[src/irs_pkg.sv]
// Shared types, register codes and helpers for the image resize interpolator.
// No dependencies; every other file but irs_ram refers to it by scoped names.
`default_nettype none
package irs_pkg;

  localparam int ONE_Q16 = 65536;
  localparam int HALF_Q16 = 32768;
  localparam int SCALE_BITS = 25;

  // configuration register indexes
  localparam logic [2:0] REG_SRC_WIDTH  = 3'd0;
  localparam logic [2:0] REG_SRC_HEIGHT = 3'd1;
  localparam logic [2:0] REG_NUM_CHAN   = 3'd2;
  localparam logic [2:0] REG_DST_WIDTH  = 3'd3;
  localparam logic [2:0] REG_DST_HEIGHT = 3'd4;
  localparam logic [2:0] REG_INTERP     = 3'd5;

  // effective settings seen by the front end
  typedef struct packed {
    logic [8:0]            sw;
    logic [8:0]            sh;
    logic [2:0]            nc;
    logic                  bilinear;
    logic [SCALE_BITS-1:0] scale_x;
    logic [SCALE_BITS-1:0] scale_y;
  } cfg_t;

  // one queued operation between front and back
  typedef struct packed {
    logic        is_load;
    logic        bilinear;
    logic [15:0] fx;
    logic [15:0] fy;
  } ctl_t;

  function automatic logic [7:0] clamp_idx(input logic signed [18:0] v,
                                           input logic [8:0] last);
    logic signed [18:0] l;
    l = $signed({10'b0, last});
    if (v < 0) return 8'd0;
    else if (v > l) return last[7:0];
    else return v[7:0];
  endfunction

endpackage
`default_nettype wire

[src/irs_scale_div.sv]
// Restoring divider, one quotient bit per cycle: (num << 16) / den.
// No dependencies beyond irs_pkg.
`default_nettype none
module irs_scale_div (
  input  wire logic                            clk,
  input  wire logic                            rst,
  input  wire logic                            start,
  input  wire logic [8:0]                      num,
  input  wire logic [8:0]                      den,
  output logic                                 busy,
  output logic [irs_pkg::SCALE_BITS-1:0]       quot
);
  localparam int QB = irs_pkg::SCALE_BITS;

  logic          running;
  logic [4:0]    cnt;
  logic [8:0]    rem;
  logic [QB-1:0] dvd;
  logic [8:0]    dreg;
  logic [9:0]    trial;

  assign trial = {rem, dvd[QB-1]};
  assign busy = running;

  always_ff @(posedge clk) begin
    if (rst) begin
      running <= 1'b0;
      cnt <= '0;
      quot <= QB'(irs_pkg::ONE_Q16);
    end else if (start) begin
      running <= 1'b1;
      cnt <= '0;
      rem <= '0;
      dvd <= {num, 16'b0};
      dreg <= den;
      quot <= '0;
    end else if (running) begin
      if (trial >= {1'b0, dreg}) begin
        rem <= 9'(trial - {1'b0, dreg});
        quot <= {quot[QB-2:0], 1'b1};
      end else begin
        rem <= trial[8:0];
        quot <= {quot[QB-2:0], 1'b0};
      end
      dvd <= {dvd[QB-2:0], 1'b0};
      cnt <= cnt + 5'd1;
      if (cnt == 5'(QB - 1)) running <= 1'b0;
    end
  end
endmodule
`default_nettype wire

[config.mk]
export PLATFORM = sky130hd
export DESIGN_NAME = irs_scale_div
export DESIGN_NICKNAME = d
export VERILOG_FILES = /design/src/irs_pkg.sv /design/src/irs_scale_div.sv
export SDC_FILE = /design/constraint.sdc
export NUM_CORES = 1
export LEC_CHECK = 0
export ABC_CLOCK_PERIOD_IN_PS = 2820
export BUFFER_PORTS_ARGS = -buffer_cell sky130_fd_sc_hd__buf_2
export CAP_MARGIN = 20
export CORE_MARGIN = 2
export CORE_UTILIZATION = 40
export CTS_BUF_LIST = sky130_fd_sc_hd__clkbuf_16
export DETAILED_ROUTE_END_ITERATION = 6
export GPL_TIMING_DRIVEN = 0
export SLEW_MARGIN = 20
export SYNTH_ARGS = -nofsm -noshare
export SYNTH_HDL_FRONTEND = slang
export SYNTH_SLANG_ARGS = --single-unit
[constraint.sdc]
create_clock -name clk -period 2.82 [get_ports clk]
set_input_delay 0.141 -clock clk [delete_from_list [all_inputs] [get_ports clk]]
set_output_delay 0.141 -clock clk [all_outputs]
set_load 0.01 [all_outputs]
==> results.md <==
* Die height at 85.9 µm
* Top cells by area, synth: edfxtp_1 30%, dfxtp_1 23%, mux2i_1 10%
* Top_reg_cell synth: dfxtp_1
* FF-to-FF Start: dvd[24]
* Initial Util at 0.417
* Synth area leader: edfxtp_1
* Num CTS Buffers at 9
* TritonCTS clock tree: yes
* Final GP Congestion at 0.836
* R2r setup slk at 0.28 ns
* Post-CTS setup buffers at 0
* RSZ-0062 raised after global routing: false
* Required @ worst endpoint at between 2 and 3 ns
* Synth unique cells at 43
* Core ar. at around 6400 µm²
* Largest net degree at the start of global routing at 14
* Clock insertion delay at the later pin of the skew report at approximately 0.32 ns
* Top cell type's share of synthesized area at 0.302
* Critical path class: flop to flop
* Tmin final at between 2 and 3 ns
* Mapped Avg Cell Area at ~12 µm²
* Max frequency at about 0.39 GHz
* CP arrival at 2.61 ns
* Final instance area at 3420 µm²
* Final period utilization at 0.900
* Leakage power at ~1.4 nW
* First-pass GRT wire length at between 8000 and 9000 µm
* Final Util at 0.532
* #FFs+latches synth at 58
* CTS clk-pin slew, worst paths at 0.05 ns
* Vias in the first global route at 1,817
* ANT cells at 0
* Placed inst area at about 3000 µm²
* Worst R2R End: rem[8]
* CP startpoint: dvd[24]
* Number of I/O pins at 47
* Final setup TNS at 0 ns
* Global-route usage over all layers at 0.154
* Slew headroom at 0.384
* Status: complete, no violations
* Die area at between 7000 and 8000 µm²
* Post-synth EDFFs at 27
* Row count at 29
* Worst R2R Path Depth at 9
* # setup viols final at 0
* Initial antenna violation count at 0
* Max Fanout on Critical Path at 5
* Seq/Total Area, Yosys at 0.534
* Hold slack final at approximately 0.074 ns
* FILL cells at 573
* Root Driver: clkbuf_16
* Count leader, synth: nor2_1
* Avg WL per Cell at about 13 µm
* Ys Warns at 0
* Power per cell area at 675 nW/µm²
* Number of DRC markers in iteration 0 at 56
* Final Max Slew Viols at 0
* DRT Wirelength at 5070 µm
* Final Hold Vio Count at 0
* Nets at 330
* Layout cells sized above 1 at 0.288
* Clock Path Buffers at 2
* Gate count of the mapped netlist at 230
* Final Skew at between 0.005 and 0.006 ns
* Top cells by count, synth: 38 x nor2_1, 31 x dfxtp_1, 28 x mux2i_1
* Min-Delay Path Class: primary input to flop
* Mapped Nets at 263
* First-pass DRT Iterations at 6
* Die Span X at 85.9 µm
* Dpl hpwl at roughly 3600 µm
* Async S/R FF share, synth at 0
* CP startpoint kind: flop
* Vias per Instance at a little under 5
* GRT Residual Overflow at 0
* I/O Buffers at between 40 and 50
* Vias at between 1,500 and 2,000
* Worst Tran Pin Value at between 0.9 and 1 ns
* Mapped cell area at ~2700 µm²
* Hold path depth at 2
* ANT nets after route at 0
* Crit path capture type: flop
* H-Tree Depth at 3
* # clock sinks at 58
* Area growth, synth to finish at 27.4%
* Maxcap violations at 0
* DRC at 0
* Crit path to: rem[8]
* IR drop worst, VDD at a little under 0.5 mV
[logic make-up after synthesis]
group | count (synthesis) | share of synthesized area
flip-flops | 58 | 0.534
XOR/XNOR | 7 | 0.0229
buffers and inverters | 24 | 0.0406
multiplexers | 36 | 0.138
AO/OA/AOI/OAI | 28 | 0.0831
AND/OR/NAND/NOR | 65 | 0.123
adder cells (fa/ha/maj) | 12 | 0.0588
[layer usage]
layer / share of wire / up-vias / wire length (µm) / track usage
li1: - / 956 / - / -
met1: 0.48 / 880 / 2430 / 0.199
met2: 0.46 / 39 / 2310 / 0.230
met3: 0.053 / 6 / 269 / 0.0712
met4: 0.011 / 0 / 58 / 0.0476
met5: 0 / - / 0 / 0
[report_power, final]
part | switching (mW) | internal [mW] | leakage (nW) | total [mW]
clock network | 0.360 | 0.692 | 0.157 | 1.05
registers | 0.0175 | 0.928 | 0.509 | 0.945
logic | 0.166 | 0.141 | 0.783 | 0.307
[state kept, by name (all words and copies together), names as in the netlist]
register and flops:
busy 1, cnt 5, dreg 9, dvd 9, quot 25, rem 9
[worst max-delay path: stages, from the launching register on]
cell and delay [ns]:
edfxtp_1 0.42, inv_1 0.08, ha_1 0.16, inv_1 0.05, fa_1 0.43, a21oi_1 0.19
o221a_2 0.31, nor2_1 0.07, or4_1 0.38, and3_1 0.19
[placed cells by master (no fill, tap or decap), types with 2 or more instances in the layout]
cell	n
a211oi_1	2
a211oi_2	2
a21o_1	3
a21oi_1	6
and2_1	2
buf_2	48
clkbuf_1	6
clkbuf_16	11
clkinv_2	3
dfxtp_1	31
dlygate4sd3_1	9
edfxtp_1	27
ha_1	11
inv_1	15
mux2_2	8
mux2i_1	28
nand2_1	2
nand3_1	5
nand3_2	2
nand4_1	2
nand4b_1	2
nor2_1	37
nor2_2	3
nor2b_1	2
o2111ai_1	3
o21a_1	2
o21ai_0	4
xnor2_1	3
xor2_1	4
[final cells by class]
type	count	area, µm²	area share
tap	77	96.3	0.0282
clock buffer	11	275	0.0806
timing repair buffer	56	335	0.0982
clock inverter	5	25.0	0.00733
sequential	58	1430	0.419
buffer	10	56.3	0.0165
multi-input combinational	148	1140	0.335
inverter	14	52.6	0.0154
[through the flow]
stage	power, mW	worst slack, ns	cells
floorplan	1.19	0.515	230
global placement	1.25	0.0592	353
detailed placement	1.26	0.295	354
CTS	2.33	0.287	377
global route	2.41	0.187	379
finish	2.30	0.283	379
[worst min-delay path by stage]
stage / startpoint / endpoint / slack, ns
global placement: den[1] / dreg[1] / 0.32
floorplan: den[0] / dreg[0] / 0.24
global route: rst / quot[16] / 0.1
detailed placement: den[3] / dreg[3] / 0.32
CTS: den[8] / dreg[8] / 0.002
finish: rst / quot[16] / 0.07
[timing repair]
item / 4_1_cts / 5_1_grt
resized for setup: 0 / 0
endpoints found under the hold margin: 7 / 2
hold buffers: 7 / 2
(Power assumes the default switching activity.)
