File: config.mk
export PLATFORM = sky130hd
export DESIGN_NAME = irs_front
export DESIGN_NICKNAME = d
export VERILOG_FILES = /design/src/irs_pkg.sv /design/src/irs_front.sv
export SDC_FILE = /design/constraint.sdc
export NUM_CORES = 1
export LEC_CHECK = 0
export ABC_AREA = 0
export BUFFER_PORTS_ARGS = -buffer_cell sky130_fd_sc_hd__buf_2
export CAP_MARGIN = 10
export CORE_ASPECT_RATIO = 0.7
export CORE_MARGIN = 3
export CORE_UTILIZATION = 25
export DETAILED_ROUTE_END_ITERATION = 8
export HOLD_SLACK_MARGIN = 0.03
export PLACE_DENSITY = 0.52
export RECOVER_POWER = 100
export SYNTH_ARGS = -nofsm -noshare
export SYNTH_HDL_FRONTEND = slang
export SYNTH_SLANG_ARGS = --single-unit
File: constraint.sdc
create_clock -name clk -period 5.9 [get_ports clk]
set_clock_uncertainty 0.2 [all_clocks]
set_input_delay 0.295 -clock clk [delete_from_list [all_inputs] [get_ports clk]]
set_output_delay 0.295 -clock clk [all_outputs]
set_load 0.01 [all_outputs]
File: src/irs_pkg.sv
// Shared types, register codes and helpers for the image resize interpolator.
// No dependencies; every other file but irs_ram refers to it by scoped names.
`default_nettype none
package irs_pkg;

  localparam int ONE_Q16 = 65536;
  localparam int HALF_Q16 = 32768;
  localparam int SCALE_BITS = 25;

  // configuration register indexes
  localparam logic [2:0] REG_SRC_WIDTH  = 3'd0;
  localparam logic [2:0] REG_SRC_HEIGHT = 3'd1;
  localparam logic [2:0] REG_NUM_CHAN   = 3'd2;
  localparam logic [2:0] REG_DST_WIDTH  = 3'd3;
  localparam logic [2:0] REG_DST_HEIGHT = 3'd4;
  localparam logic [2:0] REG_INTERP     = 3'd5;

  // effective settings seen by the front end
  typedef struct packed {
    logic [8:0]            sw;
    logic [8:0]            sh;
    logic [2:0]            nc;
    logic                  bilinear;
    logic [SCALE_BITS-1:0] scale_x;
    logic [SCALE_BITS-1:0] scale_y;
  } cfg_t;

  // one queued operation between front and back
  typedef struct packed {
    logic        is_load;
    logic        bilinear;
    logic [15:0] fx;
    logic [15:0] fy;
  } ctl_t;

  function automatic logic [7:0] clamp_idx(input logic signed [18:0] v,
                                           input logic [8:0] last);
    logic signed [18:0] l;
    l = $signed({10'b0, last});
    if (v < 0) return 8'd0;
    else if (v > l) return last[7:0];
    else return v[7:0];
  endfunction

endpackage
`default_nettype wire

File: src/irs_front.sv
// Front end: takes items, maps destination coordinates to source positions
// and store addresses, and hands operations to the back end. Uses irs_pkg.
`default_nettype none
module irs_front #(
  parameter int MAX_WIDTH = 256,
  parameter int MAX_HEIGHT = 256,
  parameter int MAX_CHANNELS = 4,
  parameter int SAMPLE_BITS = 16,
  parameter int AW = 18
) (
  input  wire logic                    clk,
  input  wire logic                    rst,
  input  wire irs_pkg::cfg_t           cfg,
  input  wire logic                    take,
  input  wire logic                    kind,
  input  wire logic [7:0]              col,
  input  wire logic [7:0]              row,
  input  wire logic [1:0]              channel,
  input  wire logic [15:0]             sample_in,
  output logic                         ready,
  output logic                         q_push,
  output irs_pkg::ctl_t                q_ctl,
  output logic [3:0][AW-1:0]           q_addr,
  output logic [SAMPLE_BITS-1:0]       q_wdata,
  input  wire logic                    q_ready
);
  localparam int QB = irs_pkg::SCALE_BITS;

  logic                   f1_valid;
  logic                   f1_kind;
  logic [7:0]             f1_col, f1_row;
  logic [1:0]             f1_ch;
  logic [SAMPLE_BITS-1:0] f1_smp;
  logic [QB+7:0]          f1_px, f1_py;

  function automatic logic signed [QB+9:0] coord(input logic [QB+7:0] p,
                                                 input logic [QB-1:0] s);
    logic signed [QB+1:0] h;
    h = ($signed({2'b0, s}) - (QB+2)'(irs_pkg::ONE_Q16)) >>> 1;
    return $signed({2'b0, p}) + (QB+10)'(h);
  endfunction

  function automatic logic [7:0] near_idx(input logic signed [QB+9:0] c,
                                          input logic [8:0] last);
    logic [QB+8:0] t;
    t = c[QB+8:0] + (QB+9)'(irs_pkg::HALF_Q16);
    if (c[QB+9]) return 8'd0;
    else if (c[QB+8:0] > {9'b0, last, 16'b0}) return last[7:0];
    else return t[23:16];
  endfunction

  function automatic logic [AW-1:0] addr_of(input logic [7:0] x, input logic [7:0] y,
                                            input logic [1:0] ch);
    return AW'((int'(y) * MAX_WIDTH + int'(x)) * MAX_CHANNELS + int'(ch));
  endfunction

  logic signed [QB+9:0] cx, cy;
  logic [8:0]  lastx, lasty;
  logic [1:0]  chc;
  logic [7:0]  x0, x1, y0, y1, nx, ny;
  logic signed [18:0] x0s, y0s;
  logic        in_bounds;

  always_comb begin
    cx = coord(f1_px, cfg.scale_x);
    cy = coord(f1_py, cfg.scale_y);
    lastx = cfg.sw - 9'd1;
    lasty = cfg.sh - 9'd1;
    chc = ({1'b0, f1_ch} >= cfg.nc) ? 2'(cfg.nc - 3'd1) : f1_ch;
    x0s = cx[QB+9:16];
    y0s = cy[QB+9:16];
    x0 = irs_pkg::clamp_idx(x0s, lastx);
    x1 = irs_pkg::clamp_idx(x0s + 19'sd1, lastx);
    y0 = irs_pkg::clamp_idx(y0s, lasty);
    y1 = irs_pkg::clamp_idx(y0s + 19'sd1, lasty);
    nx = near_idx(cx, lastx);
    ny = near_idx(cy, lasty);
    in_bounds = (int'(f1_col) < MAX_WIDTH) && (int'(f1_row) < MAX_HEIGHT) &&
                (int'(f1_ch) < MAX_CHANNELS);

    q_ctl.is_load = !f1_kind;
    q_ctl.bilinear = cfg.bilinear;
    q_ctl.fx = cx[15:0];
    q_ctl.fy = cy[15:0];
    q_wdata = f1_smp;
    if (!f1_kind) begin
      q_addr[0] = addr_of(f1_col, f1_row, f1_ch);
      q_addr[1] = q_addr[0];
      q_addr[2] = q_addr[0];
      q_addr[3] = q_addr[0];
    end else if (cfg.bilinear) begin
      q_addr[0] = addr_of(x0, y0, chc);
      q_addr[1] = addr_of(x1, y0, chc);
      q_addr[2] = addr_of(x0, y1, chc);
      q_addr[3] = addr_of(x1, y1, chc);
    end else begin
      q_addr[0] = addr_of(nx, ny, chc);
      q_addr[1] = q_addr[0];
      q_addr[2] = q_addr[0];
      q_addr[3] = q_addr[0];
    end
    // loads outside the store are dropped here
    q_push = f1_valid && q_ready && (f1_kind || in_bounds);
  end

  assign ready = !f1_valid || q_ready;

  always_ff @(posedge clk) begin
    if (rst) begin
      f1_valid <= 1'b0;
    end else if (ready) begin
      f1_valid <= take;
    end
    if (take) begin
      f1_kind <= kind;
      f1_col <= col;
      f1_row <= row;
      f1_ch <= channel;
      f1_smp <= SAMPLE_BITS'(sample_in);
      f1_px <= (QB+8)'(col * cfg.scale_x);
      f1_py <= (QB+8)'(row * cfg.scale_y);
    end
  end
endmodule
`default_nettype wire

==> impl_metrics.toml <==
[sta]
hold_viol = 0
maxSlewHeadroom = -0.7055
fin_ws_ns = -0.6493
fin_crit_sh = 1.110
min_period_ns = 6.549
setup_viol = 72
grt_setup_unrepaired = "yes"
whs_ns = 0.1112
worst_slew_pin_slew_ns = 2.558
report.final.slew_viol_count = 107
timing.fmax_mhz = 152.7

[synth]
seq_area_frac_synth = 0.1332
synthArstFlopShare = 0
synth_flop_cell = "edfxtp_1"
synth.ff_latch_count = 102
synth.avg_cell_area_sq_um = 8.655
synth_top_area_share = 0.2428
synth_area_sq_um = 22920
synth_edf_count = 101
syn_nets = 3257
synth.distinct_cells = 97
synth.area.top_cells = "fa_1, edfxtp_1, ha_1"
synth_most_common_cell = "nand2_1"
synthCells = 2648
ys_warn_count = 0
ys_top_cells_by_count = "nand2_1, inv_1, fa_1, ha_1, and2_1"
yosysTopAreaCell = "fa_1"

[route]
antenna_left = 0
drt-pass1-iter-count = 5
vias = 21030
drt_iter0_markers = 1786
drt-vias-per-instance = 4.664
drt_wl_total_mm = 77.85
post-route-drc-count = 0
wl_per_cell_um = 17.27

[place]
place.gp.congestion = 0.8793
io_buffers = 234
dp_hpwl_mm = 65.48

[worst_setup_path]
setup.worst_path.start = "f1_px[0]"
required_ns = 5.41
path_buf_inv = 5
path_class = "reg2out"
r2r_start = "f1_valid"
r2r_end = "f1_valid"
cp_max_fo = 7
r2r_slack_ns = 4.58
crit_arrival_ns = 6.05
critPathTopFamily = "simple AND/OR/NAND/NOR gates"
cp-end-kind = "primary output"
critPathMaxStageDelay_ns = 0.43
rr_worst_depth = 3
cp-start-kind = "flip-flop"
cp_slowest_cell = "or4_4"

[min_path]
hold_path_depth = 2
min_from = "cfg[25]"
min_to = "f1_px[0]"
min_path_type = "in2reg"

[layout]
drive_gt1_frac = 0.2658
fill_cells = 9502
nets = 3882
area_growth_syn_to_layout_pct = 31.55

[global_route]
use_met2 = 0.2140
grt_pass1_vias = 20500
grt_max_degree = 44
grt_antenna_before_repair = 11
met1_usage = 0.2670
top_usage_layer = "met1"
grt-ovfl-total = 0
met3_usage = 0.03059
track_usage = 0.1628
grt_pass1_wl_mm = 121.8

[cts]
clk_latency_ns = 0.42
ctsHtreeMaxLevel = 3
clk_pin_slew_worst_paths_ns = 0.09
cts_buffers = 9
clock_sinks = 102
cts_buffer_depth = 2
clockRootBuffer = "clkbuf_16"
cts_tree = "yes"

[pwr]
ir_drop_uv = 253.0
leakagePower_nw = 13.90
total_power_w = 0.01530
p_per_area_nw_per_um2 = 507.5

[floorplanning]
die_area_sq_um = 95400
core_sq_um = 90480
start_util = 0.2533
die_y_um = 259.3
die_w_um = 367.9
ioPinCount = 235
fp-row-count = 92

[outcome]
status = "finished, violations left"
violations = "capacitance limit, slew limit, setup timing"

[job]
max-cap-violations = 3
## metal layers
metal | wire (um) | part of all wire
met1 | 42100 | 0.54
met2 | 29670 | 0.38
met3 | 5179 | 0.067
met4 | 885 | 0.011
met5 | 13 | 0.00017
## cell usage in the layout, fill, tap and decap left out, drive strengths merged, types with 9 or more instances in the layout
cell type / Yosys / routed
o211ai: 26 / 26
nand3: 33 / 33
a211oi: 14 / 14
dlygate4sd3: 0 / 23
or4: 11 / 11
fa: 278 / 278
nand2b: 17 / 17
a21o: 55 / 55
o21bai: 12 / 12
a31oi: 22 / 22
edfxtp: 101 / 101
nand2: 332 / 332
clkbuf: 78 / 61
o31ai: 9 / 9
nor2b: 20 / 20
or3: 15 / 15
buf: 49 / 666
inv: 324 / 326
nor2: 146 / 146
mux2i: 25 / 25
o21a: 37 / 37
and2: 196 / 196
and3: 12 / 12
nor4: 20 / 20
or2: 10 / 10
xnor2: 100 / 100
a21oi: 131 / 131
o21ai: 94 / 94
o311ai: 11 / 11
ha: 220 / 220
nor3: 49 / 49
diode: 0 / 9
xor2: 55 / 55
nand4b: 9 / 9
nand4: 30 / 30
## registers in the layout, summed over array words and instances (netlist names)
signal and cells:
f1_ch 2, f1_col 8, f1_kind 1, f1_px 33, f1_py 33, f1_row 8, f1_valid 1, q_wdata 16
## how the worst max path moves through the flow
stage / to / slack [ns] / cells past startpoint
after floorplan: q_addr[57] / -0.21 / 27
after global placement: q_addr[59] / -0.58 / 27
after detailed placement: q_addr[23] / -0.70 / 27
after CTS: q_addr[23] / -0.65 / 27
after global routing: q_addr[20] / -0.97 / 27
final: q_addr[56] / -0.65 / 27
## kinds of logic (layout without fill, tap and decap cells)
| group | count (synthesis) | after routing | share of synthesized area |
|---|---|---|---|
| AO/OA/AOI/OAI | 483 | 483 | 0.1442 |
| XOR/XNOR | 155 | 155 | 0.05989 |
| adder cells (fa/ha/maj) | 498 | 498 | 0.3629 |
| buffers and inverters | 453 | 1082 | 0.08156 |
| flip-flops | 102 | 102 | 0.1332 |
| multiplexers | 33 | 33 | 0.01485 |
| other | 0 | 9 | 0 |
| AND/OR/NAND/NOR | 924 | 924 | 0.2034 |
## report_power, final
part	internal (W)	total, W	leakage (nW)	switching (W)
logic	0.00622	0.0132	12.7	0.00693
clock network	0.000378	0.000737	0.160	0.000358
registers	0.00130	0.00142	0.996	0.000118
total	0.00790	0.0153	13.9	0.00740
## final cells by class
cell class                      instances  area (sq um)  area share
Clock buffer                            9         225.2    0.007470
Inverter                              326          1242     0.04121
Timing Repair Buffer                  741          5090      0.1688
Multi-Input combinational cell       2093         18890      0.6264
Sequential cell                       102          3053      0.1013
Clock inverter                          6         102.6    0.003403
Tap cell                             1222          1529     0.05071
Antenna cell                            9         22.52   0.0007470
## timing repair
item | in CTS | in global routing
pin swaps | 53 | 55
hold buffers | 23 | 0
setup buffers | 35 | 18
gates cloned | 1 | 0
endpoints found under the setup margin | 64 | 78
endpoints found under the hold margin | 22 | 0
gates resized for setup | 93 | 84
## through the flow
step / std cells / setup TNS [ns] / worst slack, ns / util / cell area, sq um
4_1_cts: 4481 / -22.10 / -0.6454 / 0.3288 / 29750
3_5_place_dp: 4409 / -27.06 / -0.6951 / 0.3147 / 28470
5_1_grt: 4504 / -52.78 / -0.9723 / 0.3331 / 30140
3_3_place_gp: 4409 / -24.42 / -0.5840 / 0.3147 / 28470
2_1_floorplan: 2648 / -1.936 / -0.2096 / - / 23180
6_report: 4508 / -28.03 / -0.6493 / 0.3333 / 30150
No activity file was read; power rests on OpenSTA's default activity.
